### src/sv/prba_pkg.sv
// Shared constants, codes and controller/datapath interface types for the
// page run bitmap allocator. No dependencies.
package prba_pkg;

	localparam int PAGE_COUNT      = 1024;
	localparam int PAGE_SHIFT      = 12;
	localparam int WORD_BITS       = 64;
	localparam int WORD_COUNT      = PAGE_COUNT / WORD_BITS;
	localparam int CHUNK_BITS      = 8;
	localparam int CHUNK_COUNT     = PAGE_COUNT / CHUNK_BITS;

	localparam int PAGE_IDX_W      = $clog2(PAGE_COUNT);
	localparam int PAGE_CNT_W      = PAGE_IDX_W + 1;
	localparam int WORD_IDX_W      = $clog2(WORD_COUNT);
	localparam int CHUNK_IDX_W     = $clog2(CHUNK_COUNT);
	localparam int CHUNK_SEL_W     = $clog2(CHUNK_BITS);
	localparam int BIT_OFF_W       = $clog2(WORD_BITS) + 1;

	localparam logic [0:0] CMD_ALLOC   = 1'b0;
	localparam logic [0:0] CMD_RELEASE = 1'b1;

	localparam logic [1:0] STAT_DONE       = 2'd0;
	localparam logic [1:0] STAT_ALLOC_FAIL = 2'd1;
	localparam logic [1:0] STAT_REL_REJECT = 2'd2;

	localparam logic [1:0] CFG_WIN_BASE = 2'd0;
	localparam logic [1:0] CFG_WIN_LO   = 2'd1;
	localparam logic [1:0] CFG_WIN_HI   = 2'd2;

	localparam logic [10:0] WIN_HI_RESET = 11'd1024;

	typedef struct packed {
		logic capture;
		logic check;
		logic scan;
		logic mark;
		logic load_out;
	} prba_cmd_t;

	typedef struct packed {
		logic chk_fail;
		logic is_alloc;
		logic scan_hit;
		logic scan_last;
		logic mark_last;
		logic out_free;
	} prba_sts_t;

endpackage

### src/sv/prba_ctrl.sv
// Sequencing controller for the page run allocator: accept, check, scan,
// mark, result. Uses prba_pkg for command/status types.
module prba_ctrl (
	input  logic                clk,
	input  logic                arst_n,
	input  logic                in_valid,
	output logic                in_stall,
	input  prba_pkg::prba_sts_t sts,
	output prba_pkg::prba_cmd_t cmd
);

	typedef enum logic [2:0] {
		S_IDLE,
		S_CHECK,
		S_SCAN,
		S_MARK,
		S_RESULT
	} state_t;

	state_t state_q;

	always_ff @(posedge clk or negedge arst_n) begin
		if (!arst_n) begin
			state_q <= S_IDLE;
		end else begin
			unique case (state_q)
				S_IDLE: begin
					if (in_valid) state_q <= S_CHECK;
				end
				S_CHECK: begin
					if (sts.chk_fail) state_q <= S_RESULT;
					else if (sts.is_alloc) state_q <= S_SCAN;
					else state_q <= S_MARK;
				end
				S_SCAN: begin
					if (sts.scan_hit) state_q <= S_MARK;
					else if (sts.scan_last) state_q <= S_RESULT;
				end
				S_MARK: begin
					if (sts.mark_last) state_q <= S_RESULT;
				end
				S_RESULT: begin
					if (sts.out_free) state_q <= S_IDLE;
				end
				default: state_q <= S_IDLE;
			endcase
		end
	end

	assign in_stall = (state_q != S_IDLE);

	always_comb begin
		cmd          = '0;
		cmd.capture  = (state_q == S_IDLE) && in_valid;
		cmd.check    = (state_q == S_CHECK);
		cmd.scan     = (state_q == S_SCAN);
		cmd.mark     = (state_q == S_MARK);
		cmd.load_out = (state_q == S_RESULT) && sts.out_free;
	end

endmodule

### src/sv/prba_dp.sv
// Datapath: config registers, page bitmap, chunk scanner, run marker and
// result register. Driven by prba_ctrl; uses prba_pkg.
module prba_dp (
	input  logic                clk,
	input  logic                arst_n,
	input  logic                cfg_write,
	input  logic [1:0]          cfg_index,
	input  logic [31:0]         cfg_data,
	input  logic [0:0]          command,
	input  logic [31:0]         size_bytes,
	input  logic [31:0]         address,
	output logic                out_valid,
	input  logic                out_stall,
	output logic [31:0]         run_address,
	output logic [1:0]          status,
	input  prba_pkg::prba_cmd_t cmd,
	output prba_pkg::prba_sts_t sts
);

	localparam int PW = prba_pkg::PAGE_IDX_W;
	localparam int CW = prba_pkg::PAGE_CNT_W;
	localparam int KW = prba_pkg::CHUNK_IDX_W;
	localparam int WW = prba_pkg::WORD_IDX_W;
	localparam int SW = prba_pkg::CHUNK_SEL_W;
	localparam int OW = prba_pkg::BIT_OFF_W;
	localparam int PS = prba_pkg::PAGE_SHIFT;
	localparam int WB = prba_pkg::WORD_BITS;
	localparam int CB = prba_pkg::CHUNK_BITS;
	localparam logic [CW-1:0] PAGE_LIMIT = CW'(prba_pkg::PAGE_COUNT);

	// configuration
	logic [31:0]   base_q;
	logic [CW-1:0] first_cfg_q;
	logic [CW-1:0] end_cfg_q;

	always_ff @(posedge clk or negedge arst_n) begin
		if (!arst_n) begin
			base_q      <= '0;
			first_cfg_q <= '0;
			end_cfg_q   <= prba_pkg::WIN_HI_RESET;
		end else if (cfg_write) begin
			unique case (cfg_index)
				prba_pkg::CFG_WIN_BASE: base_q      <= cfg_data;
				prba_pkg::CFG_WIN_LO:   first_cfg_q <= cfg_data[CW-1:0];
				prba_pkg::CFG_WIN_HI:   end_cfg_q   <= cfg_data[CW-1:0];
				default: ;
			endcase
		end
	end

	// captured item
	logic [0:0]  cmd_q;
	logic [31:0] size_q;
	logic [31:0] addr_in_q;

	always_ff @(posedge clk) begin
		if (cmd.capture) begin
			cmd_q     <= command;
			size_q    <= size_bytes;
			addr_in_q <= address;
		end
	end

	// working registers
	logic [CW-1:0] lo_q, hi_q;
	logic [CW-1:0] pages_q;
	logic [CW-1:0] run_q;
	logic [KW-1:0] chunk_q;
	logic [PW-1:0] mark_a_q;
	logic [CW-1:0] mark_b_q;
	logic          set_q;
	logic [31:0]   addr_q;
	logic [1:0]    status_q;

	logic [WB-1:0] bitmap_q [prba_pkg::WORD_COUNT];

	// --- check logic
	logic [31-PS:0] pages_full;
	logic [CW-1:0]  lo_sat, hi_sat, hi_m1;
	logic           alloc_fail;
	logic [31:0]    rel_diff;
	logic [31-PS:0] rel_first;
	logic [32-PS:0] rel_end;
	logic           rel_reject;

	always_comb begin
		pages_full = size_q[31:PS];
		lo_sat     = (first_cfg_q > PAGE_LIMIT) ? PAGE_LIMIT : first_cfg_q;
		hi_sat     = (end_cfg_q > PAGE_LIMIT) ? PAGE_LIMIT : end_cfg_q;
		hi_m1      = hi_sat - CW'(1);
		alloc_fail = (pages_full == '0) || (lo_sat > hi_sat) ||
			(pages_full > (32-PS)'(hi_sat - lo_sat));
		rel_diff   = addr_in_q - base_q;
		rel_first  = rel_diff[31:PS];
		rel_end    = (33-PS)'(rel_first) + (33-PS)'(pages_full);
		rel_reject = (addr_in_q < base_q) || (rel_diff[PS-1:0] != '0) ||
			(size_q[PS-1:0] != '0) || (rel_first >= (32-PS)'(PAGE_LIMIT)) ||
			(rel_end > (33-PS)'(PAGE_LIMIT));
	end

	// --- scan of one chunk, top page first
	logic [WB-1:0] scan_word;
	logic [CB-1:0] scan_bits;
	logic [CW-1:0] run_next;
	logic          hit;
	logic [SW-1:0] hit_sel;
	logic [PW-1:0] page_j;
	logic          free_j;
	logic [PW-1:0] hit_page;

	always_comb begin
		scan_word = bitmap_q[chunk_q[KW-1:KW-WW]];
		scan_bits = scan_word[chunk_q[KW-WW-1:0]*CB +: CB];
		run_next  = run_q;
		hit       = 1'b0;
		hit_sel   = '0;
		page_j    = '0;
		free_j    = 1'b0;
		for (int j = CB - 1; j >= 0; j--) begin
			page_j   = {chunk_q, SW'(j)};
			free_j   = !scan_bits[j] && ({1'b0, page_j} >= lo_q) &&
				({1'b0, page_j} < hi_q);
			run_next = free_j ? run_next + CW'(1) : '0;
			if (!hit && free_j && run_next == pages_q) begin
				hit     = 1'b1;
				hit_sel = SW'(j);
			end
		end
		hit_page = {chunk_q, hit_sel};
	end

	// --- mark/clear mask for the current word
	logic [WW-1:0] mark_w;
	logic [CW-1:0] wbase;
	logic [CW-1:0] b_m1;
	logic [OW-1:0] lo_off, hi_off;
	logic [WB-1:0] mark_mask;

	function automatic logic [WB-1:0] low_mask(input logic [OW-1:0] n);
		logic [WB-1:0] m;
		if (n[OW-1]) m = '1;
		else m = (WB'(1) << n[OW-2:0]) - WB'(1);
		return m;
	endfunction

	always_comb begin
		mark_w    = chunk_q[KW-1:KW-WW];
		wbase     = {1'b0, mark_w, (PW-WW)'(0)};
		b_m1      = mark_b_q - CW'(1);
		lo_off    = ({1'b0, mark_a_q} > wbase) ? OW'({1'b0, mark_a_q} - wbase) : '0;
		if (mark_b_q <= wbase) hi_off = '0;
		else if (mark_b_q >= wbase + CW'(WB)) hi_off = OW'(WB);
		else hi_off = OW'(mark_b_q - wbase);
		mark_mask = low_mask(hi_off) & ~low_mask(lo_off);
	end

	always_ff @(posedge clk or negedge arst_n) begin
		if (!arst_n) begin
			for (int i = 0; i < prba_pkg::WORD_COUNT; i++) bitmap_q[i] <= '0;
		end else if (cmd.mark) begin
			if (set_q) bitmap_q[mark_w] <= bitmap_q[mark_w] | mark_mask;
			else bitmap_q[mark_w] <= bitmap_q[mark_w] & ~mark_mask;
		end
	end

	always_ff @(posedge clk) begin
		if (cmd.check) begin
			addr_q <= '0;
			lo_q   <= lo_sat;
			hi_q   <= hi_sat;
			run_q  <= '0;
			if (cmd_q == prba_pkg::CMD_ALLOC) begin
				status_q <= alloc_fail ? prba_pkg::STAT_ALLOC_FAIL : prba_pkg::STAT_DONE;
				pages_q  <= pages_full[CW-1:0];
				chunk_q  <= hi_m1[PW-1:SW];
			end else begin
				status_q <= rel_reject ? prba_pkg::STAT_REL_REJECT : prba_pkg::STAT_DONE;
				pages_q  <= pages_full[CW-1:0];
				mark_a_q <= rel_first[PW-1:0];
				mark_b_q <= rel_end[CW-1:0];
				chunk_q  <= {rel_first[PW-1:PW-WW], (KW-WW)'(0)};
				set_q    <= 1'b0;
			end
		end else if (cmd.scan) begin
			if (hit) begin
				mark_a_q <= hit_page;
				mark_b_q <= {1'b0, hit_page} + pages_q;
				chunk_q  <= {hit_page[PW-1:PW-WW], (KW-WW)'(0)};
				set_q    <= 1'b1;
				addr_q   <= base_q + 32'({hit_page, PS'(0)});
			end else if (sts.scan_last) begin
				status_q <= prba_pkg::STAT_ALLOC_FAIL;
			end else begin
				chunk_q <= chunk_q - KW'(1);
				run_q   <= run_next;
			end
		end else if (cmd.mark) begin
			chunk_q <= chunk_q + KW'(CB);
		end
	end

	// result register
	logic        out_valid_q;
	logic [31:0] run_address_q;
	logic [1:0]  status_out_q;

	always_ff @(posedge clk or negedge arst_n) begin
		if (!arst_n) begin
			out_valid_q <= 1'b0;
		end else if (cmd.load_out) begin
			out_valid_q <= 1'b1;
		end else if (out_valid_q && !out_stall) begin
			out_valid_q <= 1'b0;
		end
	end

	always_ff @(posedge clk) begin
		if (cmd.load_out) begin
			run_address_q <= addr_q;
			status_out_q  <= status_q;
		end
	end

	assign out_valid   = out_valid_q;
	assign run_address = run_address_q;
	assign status      = status_out_q;

	always_comb begin
		sts           = '0;
		sts.is_alloc  = (cmd_q == prba_pkg::CMD_ALLOC);
		sts.chk_fail  = sts.is_alloc ? alloc_fail : rel_reject;
		sts.scan_hit  = hit;
		sts.scan_last = (chunk_q == lo_q[PW-1:SW]);
		sts.mark_last = (mark_b_q == {1'b0, mark_a_q}) || (mark_w == b_m1[PW-1:PW-WW]);
		sts.out_free  = !out_valid_q || !out_stall;
	end

endmodule

### src/sv/page_run_bitmap_allocator_unit.sv
// Page run bitmap allocator top level. One item at a time; an allocate checks,
// scans chunks (8 pages per cycle, up to 128) and sets the bitmap words touched
// (one 64-bit word per cycle, up to 16); a release checks and clears the words
// touched (at least one); a failed check skips to the result. The next item is
// taken once the result is in the output register. Reset clears the whole
// bitmap (all pages free) at once and loads the register reset values.
module page_run_bitmap_allocator_unit (
	input  logic        clk,
	input  logic        arst_n,
	input  logic        in_valid,
	output logic        in_stall,
	input  logic [0:0]  command,
	input  logic [31:0] size_bytes,
	input  logic [31:0] address,
	output logic        out_valid,
	input  logic        out_stall,
	output logic [31:0] run_address,
	output logic [1:0]  status,
	input  logic        cfg_valid,
	output logic        cfg_ready,
	input  logic [1:0]  cfg_index,
	input  logic [31:0] cfg_data
);

	prba_pkg::prba_cmd_t cmd;
	prba_pkg::prba_sts_t sts;

	assign cfg_ready = 1'b1;

	prba_ctrl u_ctrl (
		.clk      (clk),
		.arst_n   (arst_n),
		.in_valid (in_valid),
		.in_stall (in_stall),
		.sts      (sts),
		.cmd      (cmd)
	);

	prba_dp u_dp (
		.clk         (clk),
		.arst_n      (arst_n),
		.cfg_write   (cfg_valid && cfg_ready),
		.cfg_index   (cfg_index),
		.cfg_data    (cfg_data),
		.command     (command),
		.size_bytes  (size_bytes),
		.address     (address),
		.out_valid   (out_valid),
		.out_stall   (out_stall),
		.run_address (run_address),
		.status      (status),
		.cmd         (cmd),
		.sts         (sts)
	);

endmodule

### config.mk
export PLATFORM = sky130hd
export DESIGN_NAME = page_run_bitmap_allocator_unit
export DESIGN_NICKNAME = d
export VERILOG_FILES = /design/src/sv/prba_pkg.sv /design/src/sv/prba_ctrl.sv /design/src/sv/prba_dp.sv /design/src/sv/page_run_bitmap_allocator_unit.sv
export SDC_FILE = /design/constraint.sdc
export NUM_CORES = 2
export LEC_CHECK = 0
export BUFFER_PORTS_ARGS = -buffer_cell sky130_fd_sc_hd__buf_4
export CAP_MARGIN = 0
export CORE_UTILIZATION = 32
export CTS_CLUSTER_SIZE = 28
export DETAILED_ROUTE_END_ITERATION = 8
export PLACE_DENSITY = 0.5
export SLEW_MARGIN = 0
export SYNTH_ARGS = -nofsm -noshare
export SYNTH_HDL_FRONTEND = slang
export SYNTH_SLANG_ARGS = --single-unit
### constraint.sdc
create_clock -name clk -period 17.7 [get_ports clk]
set_input_delay 1.77 -clock clk [delete_from_list [all_inputs] [get_ports clk]]
set_output_delay 1.77 -clock clk [all_outputs]
set_load 0.01 [all_outputs]
# --- Word-level counts from Yosys, hierarchy flattened ---
# Cells that the tools add are included.
# Widths: inputs -> output; s select.
totals:
  regBits: 1288
  inputBits: 104
classes:
  addsub: 22
  n_lt_le_gt_ge: 28
  eq_ne: 26
  n_shift: 3
  n_mux: 75
  bitwise_logic: 8
  reduce_logical: 81
ops:
  columns: ["operator", "n"]
  rows:
  - ["$bwmux 1024", 2]
  - ["$mux 1024", 1]
  - ["$mux 64", 5]
  - ["$bmux 64 s4", 1]
  - ["$demux 64 s4", 1]
  - ["$mux 11", 14]
  - ["$and 64x64->64", 2]
  - ["$not 64->64", 2]
  - ["$shl 1x6->64 const A", 2]
  - ["$sub 64x2->64 const B", 2]
  - ["$add 11x1->11 const B", 8]
  - ["$eq 11x11->1", 8]
  - ["$ge 10x11->1", 8]
  - ["$lt 10x11->1", 8]
  - ["$or 64x64->64", 1]
  - ["$shiftx 64x7->8", 1]
  - ["$mux 7", 9]
  - ["$mux 3", 14]
  - ["$mux 10", 4]
  - ["$logic_and 1x1->1", 35]
  - ["$add 32x22->32", 1]
  - ["$lt 32x32->1", 1]
  - ["$sub 32x32->32", 1]
  - ["$reduce_bool 12->1", 2]
  - ["46 further kinds", 110]

# --- Longest topological paths before layout ---
depth:
  ltp_word: 44
  mapped_depth: 56
  ltp_nobuf: 52

# --- By module ---
# From an unflattened synthesis, not the netlist that was laid out.
hier_totals:
  cells_unflattened: 6982
  hier_area_um2: 68997.4
by_module_without_submodules:
  columns: ["mod", "n_inst", "cells_per_inst", "area_per_inst_um2", "seq_area_each_um2"]
  rows:
  - ["prba_dp", 1, 6951, 68757.2, 32757.7]
  - ["prba_ctrl", 1, 29, 229.0, 75.1]
  - ["page_run_bitmap_allocator_unit", 1, 2, 11.3, 0.0]

# --- Worst setup path before layout ---
# No wires, ideal clock.
synth_timing:
  path_type: "reg-to-reg"
  from: "reg u_dp.chunk_q[4]"
  to: "reg u_dp.addr_q[30]"
  t_arrival_ns: 11.396
  setup_slack_ns: 6.174
  stages_incl_launch_ff: 50
  path_buffers: 2
  synth_period_minus_slack_ns: 11.526
  path_cell_list: "edfxtp_1 > buf_6 > mux4_2 > mux4_1 > nor4b_1 > or4_4 > or3_1 > nor2_1 > ha_1 > nor4b_1 > and2_1 > ha_1 > buf_1 > and2_1 > ha_1 > nand2_1 > or4b_2 > o32ai_1 > (+14 left out) > ha_1 > inv_1 > fa_1 > nor2b_1 > o21ai_0 > nand2b_1 > a21oi_1 > o21bai_1 > a21oi_1 > o21bai_1 > a21o_1 > a21o_1 > and3_1 > and3_1 > nand3_1 > xnor2_1 > nand3_1 > nor3b_1"
synth_between:
  elab_chain_cells: 41
  word_cells_on_any_way: 108
  cone_classes: "add/sub (8); order compare (16); eq/ne (8); shift (1); mux (27); bitwise (1); reduce/logical (47)"
synth_rtl:
  columns: ["element", "line", "text"]
  rows:
  - ["from (decl)", "prba_dp.sv:68", "logic [KW-1:0] chunk_q;"]
  - ["from (signal assigned)", "prba_dp.sv:175", "chunk_q <= hi_m1[PW-1:SW];"]
  - ["from (signal assigned)", "prba_dp.sv:181", "chunk_q <= {rel_first[PW-1:PW-WW], (KW-WW)'(0)};"]
  - ["from (signal assigned)", "prba_dp.sv:188", "chunk_q <= {hit_page[PW-1:PW-WW], (KW-WW)'(0)};"]
  - ["parallel branches: the longest is 41 deep, another holds $add 11x1->11", null, null]
  - ["to (signal assigned)", "prba_dp.sv:190", "addr_q <= base_q + 32'({hit_page, PS'(0)});"]
  - ["to (decl)", "prba_dp.sv:72", "logic [31:0] addr_q;"]
# Parallel ways; which one is timed is not known. The select of a mux whose other input is x is not followed.
# A chain may end at the register's enable or synchronous reset.

# --- Worst setup path after layout ---
# Same ends and word-level chain as after synthesis.

==> impl_metrics.ini <==
[yosys]
synthArstFlopShare_pct = 84.0
synth-seq-cells = 1288
synth-edff-count = 163
syn_avg_cell_area_um2 = 10.1
synth_warnings = 0
synth_ff_type = dfrtp_1
ys_types = 104
ys_seq_area_share_pct = 48.8
synth_area_mm2 = 0.0673
syn_inst = 6688
synth_nets = 6945

[layout]
syn2layout_area_growth_pct = 12.4
nets = 6819
layout_common_cells = 1081 x dfrtp_1, 1040 x nand2_1, 968 x o21ai_0
drive_gt1_share_pct = 13.1
layout_commonest_cell = dfrtp_1

[setup_path]
r2r-end = u_dp.addr_q[30]
startpoint_type = flip-flop
r2r_start = u_dp.chunk_q[4]
reg2reg_slack_ps = 3550
worst_path_max_delay_cell = edfxtp_1
crit_path_end_kind = flip-flop
crit_fanout = 50
crit_required_ps = 18350
critPathKind = reg2reg
cpPeakStageDelay_ps = 980
crit_arrival_ps = 14800
r2r_cells = 46

[power]
power_leakage_nw = 31.4
ir_worst_vdd_v = 0.000137
power.density_mw_per_mm2 = 165
p_total_w = 0.0125

[place]
io_buffers = 139
gp_congestion = 0.942
dp_hpwl_um = 135000

[clock_tree]
clk_latency_ps = 820
cts_resized = 0
ctsHtreeMaxLevel = 4
clk_pin_slew_ps = 60
postCtsHoldBufs = 0
post-cts-setup-buffer-count = 0
cts_buffers = 149
clock-sinks = 1288
clockRootBuffer = clkbuf_16
cts.path.max_buffers = 3
cts_tree = built

[floorplanning]
ios = 141
start_util_pct = 32.3
die_h_um = 461
core-area_mm2 = 0.208
rows = 167
dieWidth_um = 461
die-area_mm2 = 0.212

[detailed_routing]
viasPerCell = 5.37
dr.first_iter.drc_count = 4434
drc = 0
vias = 50800
ant_nets = 0
routed_wl_um = 213000
post_drt_wl_per_cell_um = 22.5
drtPass1Iterations = 5

[timing]
relSlewSlack_pct = 10.9
worst_pin_slew_ps = 1320
hold_viol = 0
finalSetupViolCount = 0
rsz0062_at_grt = no
layout_min_cycle_time_ps = 14150
fmax_mhz = 70.7
maxSlewViolCount = 0
finalCritPeriodShare_pct = 79.9
setup_tns_ps = 0
finClkSkew_ps = 39.2

[grt]
grt_max_degree = 186
track_usage_pct = 20.0
grt_pass1_wl_um = 325000
antenna_found_initial = 0
grt_pass1_vias = 50400
grt_overflow_total = 0

[job]
max_cap_violations = 0

[outcome]
status = finished clean

[hold_path]
holdPathEnd = u_dp.run_address[23]
hp-start = u_dp.addr_q[23]
hold_class = reg2reg
whs_path_depth = 0
## layout make-up
cell class                 instances  area [um^2]
fill                           20800       132000
inverter                         148          558
antenna                            1         2.50
sequential                      1288        32800
clock inverter                    52          596
clock buffer                     214         4210
timing repair buffer             239         1890
tap                             2788         3490
multi-input combinational       4736        32100
## Yosys cell counts, types with 84 or more instances
| library cell | count | area, um^2 |
|---|---|---|
| a21oi_1 | 457 | 2290 |
| clkbuf_1 | 442 | 1660 |
| dfrtp_1 | 1081 | 27100 |
| edfxtp_1 | 163 | 4890 |
| ha_1 | 148 | 1850 |
| inv_1 | 142 | 533 |
| mux4_2 | 297 | 6690 |
| nand2_1 | 1040 | 3900 |
| nand3_1 | 125 | 626 |
| nor2_1 | 453 | 1700 |
| nor3_1 | 87 | 435 |
| o21ai_0 | 970 | 4850 |
| xnor2_1 | 159 | 1390 |
| xor2_1 | 84 | 736 |
## flip-flops by register name, summed over array words and instances (netlist names)
signal,count
u_dp.run_q,11
u_dp.cmd_q,1
u_dp.mark_b_q,11
u_dp.end_cfg_q,11
u_dp.chunk_q,7
u_dp.lo_q,11
u_dp.size_q,32
u_dp.base_q,32
u_dp.hi_q,11
u_dp.status,2
u_dp.pages_q,11
u_dp.out_valid,1
u_dp.first_cfg_q,11
u_ctrl.state_q,3
u_dp.bitmap_q,1024
u_dp.run_address,32
u_dp.mark_a_q,10
u_dp.addr_in_q,32
u_dp.status_q,2
u_dp.set_q,1
u_dp.addr_q,32
## critical path, delay by kind of cell, from the launching register on
kind / cells / cell delay [ps]
XOR/XNOR: 2 / 340
buffers and inverters: 4 / 1460
AO/OA/AOI/OAI: 17 / 5150
flip-flops: 1 / 980
adder cells (fa/ha/maj): 3 / 1060
AND/OR/NAND/NOR: 16 / 3310
multiplexers: 4 / 1630
## per-layer routing
metal	wire, um	track usage, %
met2	101000	32.8
met3	10500	2.82
met1	97600	27.8
met5	0	0
met4	4460	5.08
## worst max path at each step
| stage | start | slack, ps | to |
|---|---|---|---|
| after global routing | u_dp.chunk_q[4] | 2530 | u_dp.addr_q[30] |
| final | u_dp.chunk_q[4] | 3550 | u_dp.addr_q[30] |
| after detailed placement | u_dp.chunk_q[4] | 3710 | u_dp.addr_q[30] |
| after CTS | u_dp.chunk_q[4] | 3640 | u_dp.addr_q[30] |
| after floorplan | u_dp.chunk_q[4] | 6170 | u_dp.addr_q[30] |
| after global placement | u_dp.chunk_q[4] | 3850 | u_dp.addr_q[30] |
## stage by stage
step / utilization, % / cells / cell area (um^2) / hold slack (ps) / setup WS [ps]
after floorplan: - / 6688 / 67300 / 400 / 6170
after global placement: 34.0 / 9198 / 70800 / 408 / 3850
after detailed placement: 34.0 / 9198 / 70800 / 410 / 3710
after CTS: 36.4 / 9464 / 75700 / 418 / 3640
after global routing: 36.4 / 9465 / 75700 / 430 / 2530
final: 36.4 / 9466 / 75700 / 421 / 3550
## where the power goes
part           total [W]  switching, W  internal [W]
registers        0.00396      0.000358       0.00360
logic            0.00549       0.00369       0.00180
clock network    0.00307       0.00130       0.00177
## logic make-up (layout without fill, tap and decap cells)
kind of cell / after synthesis / in the layout / share of synthesized area, %
other: 1 / 2 / 0.00557
DFF: 1288 / 1288 / 48.8
and+or+nand+nor: 2095 / 2095 / 13.9
muxes: 425 / 425 / 12.0
buffers and inverters: 664 / 653 / 3.91
xor gates and xnor gates: 243 / 243 / 3.16
adders and majority gates: 153 / 153 / 2.90
AOI/OAI and AO/OA: 1819 / 1819 / 15.3
(Power assumes the default switching activity.)
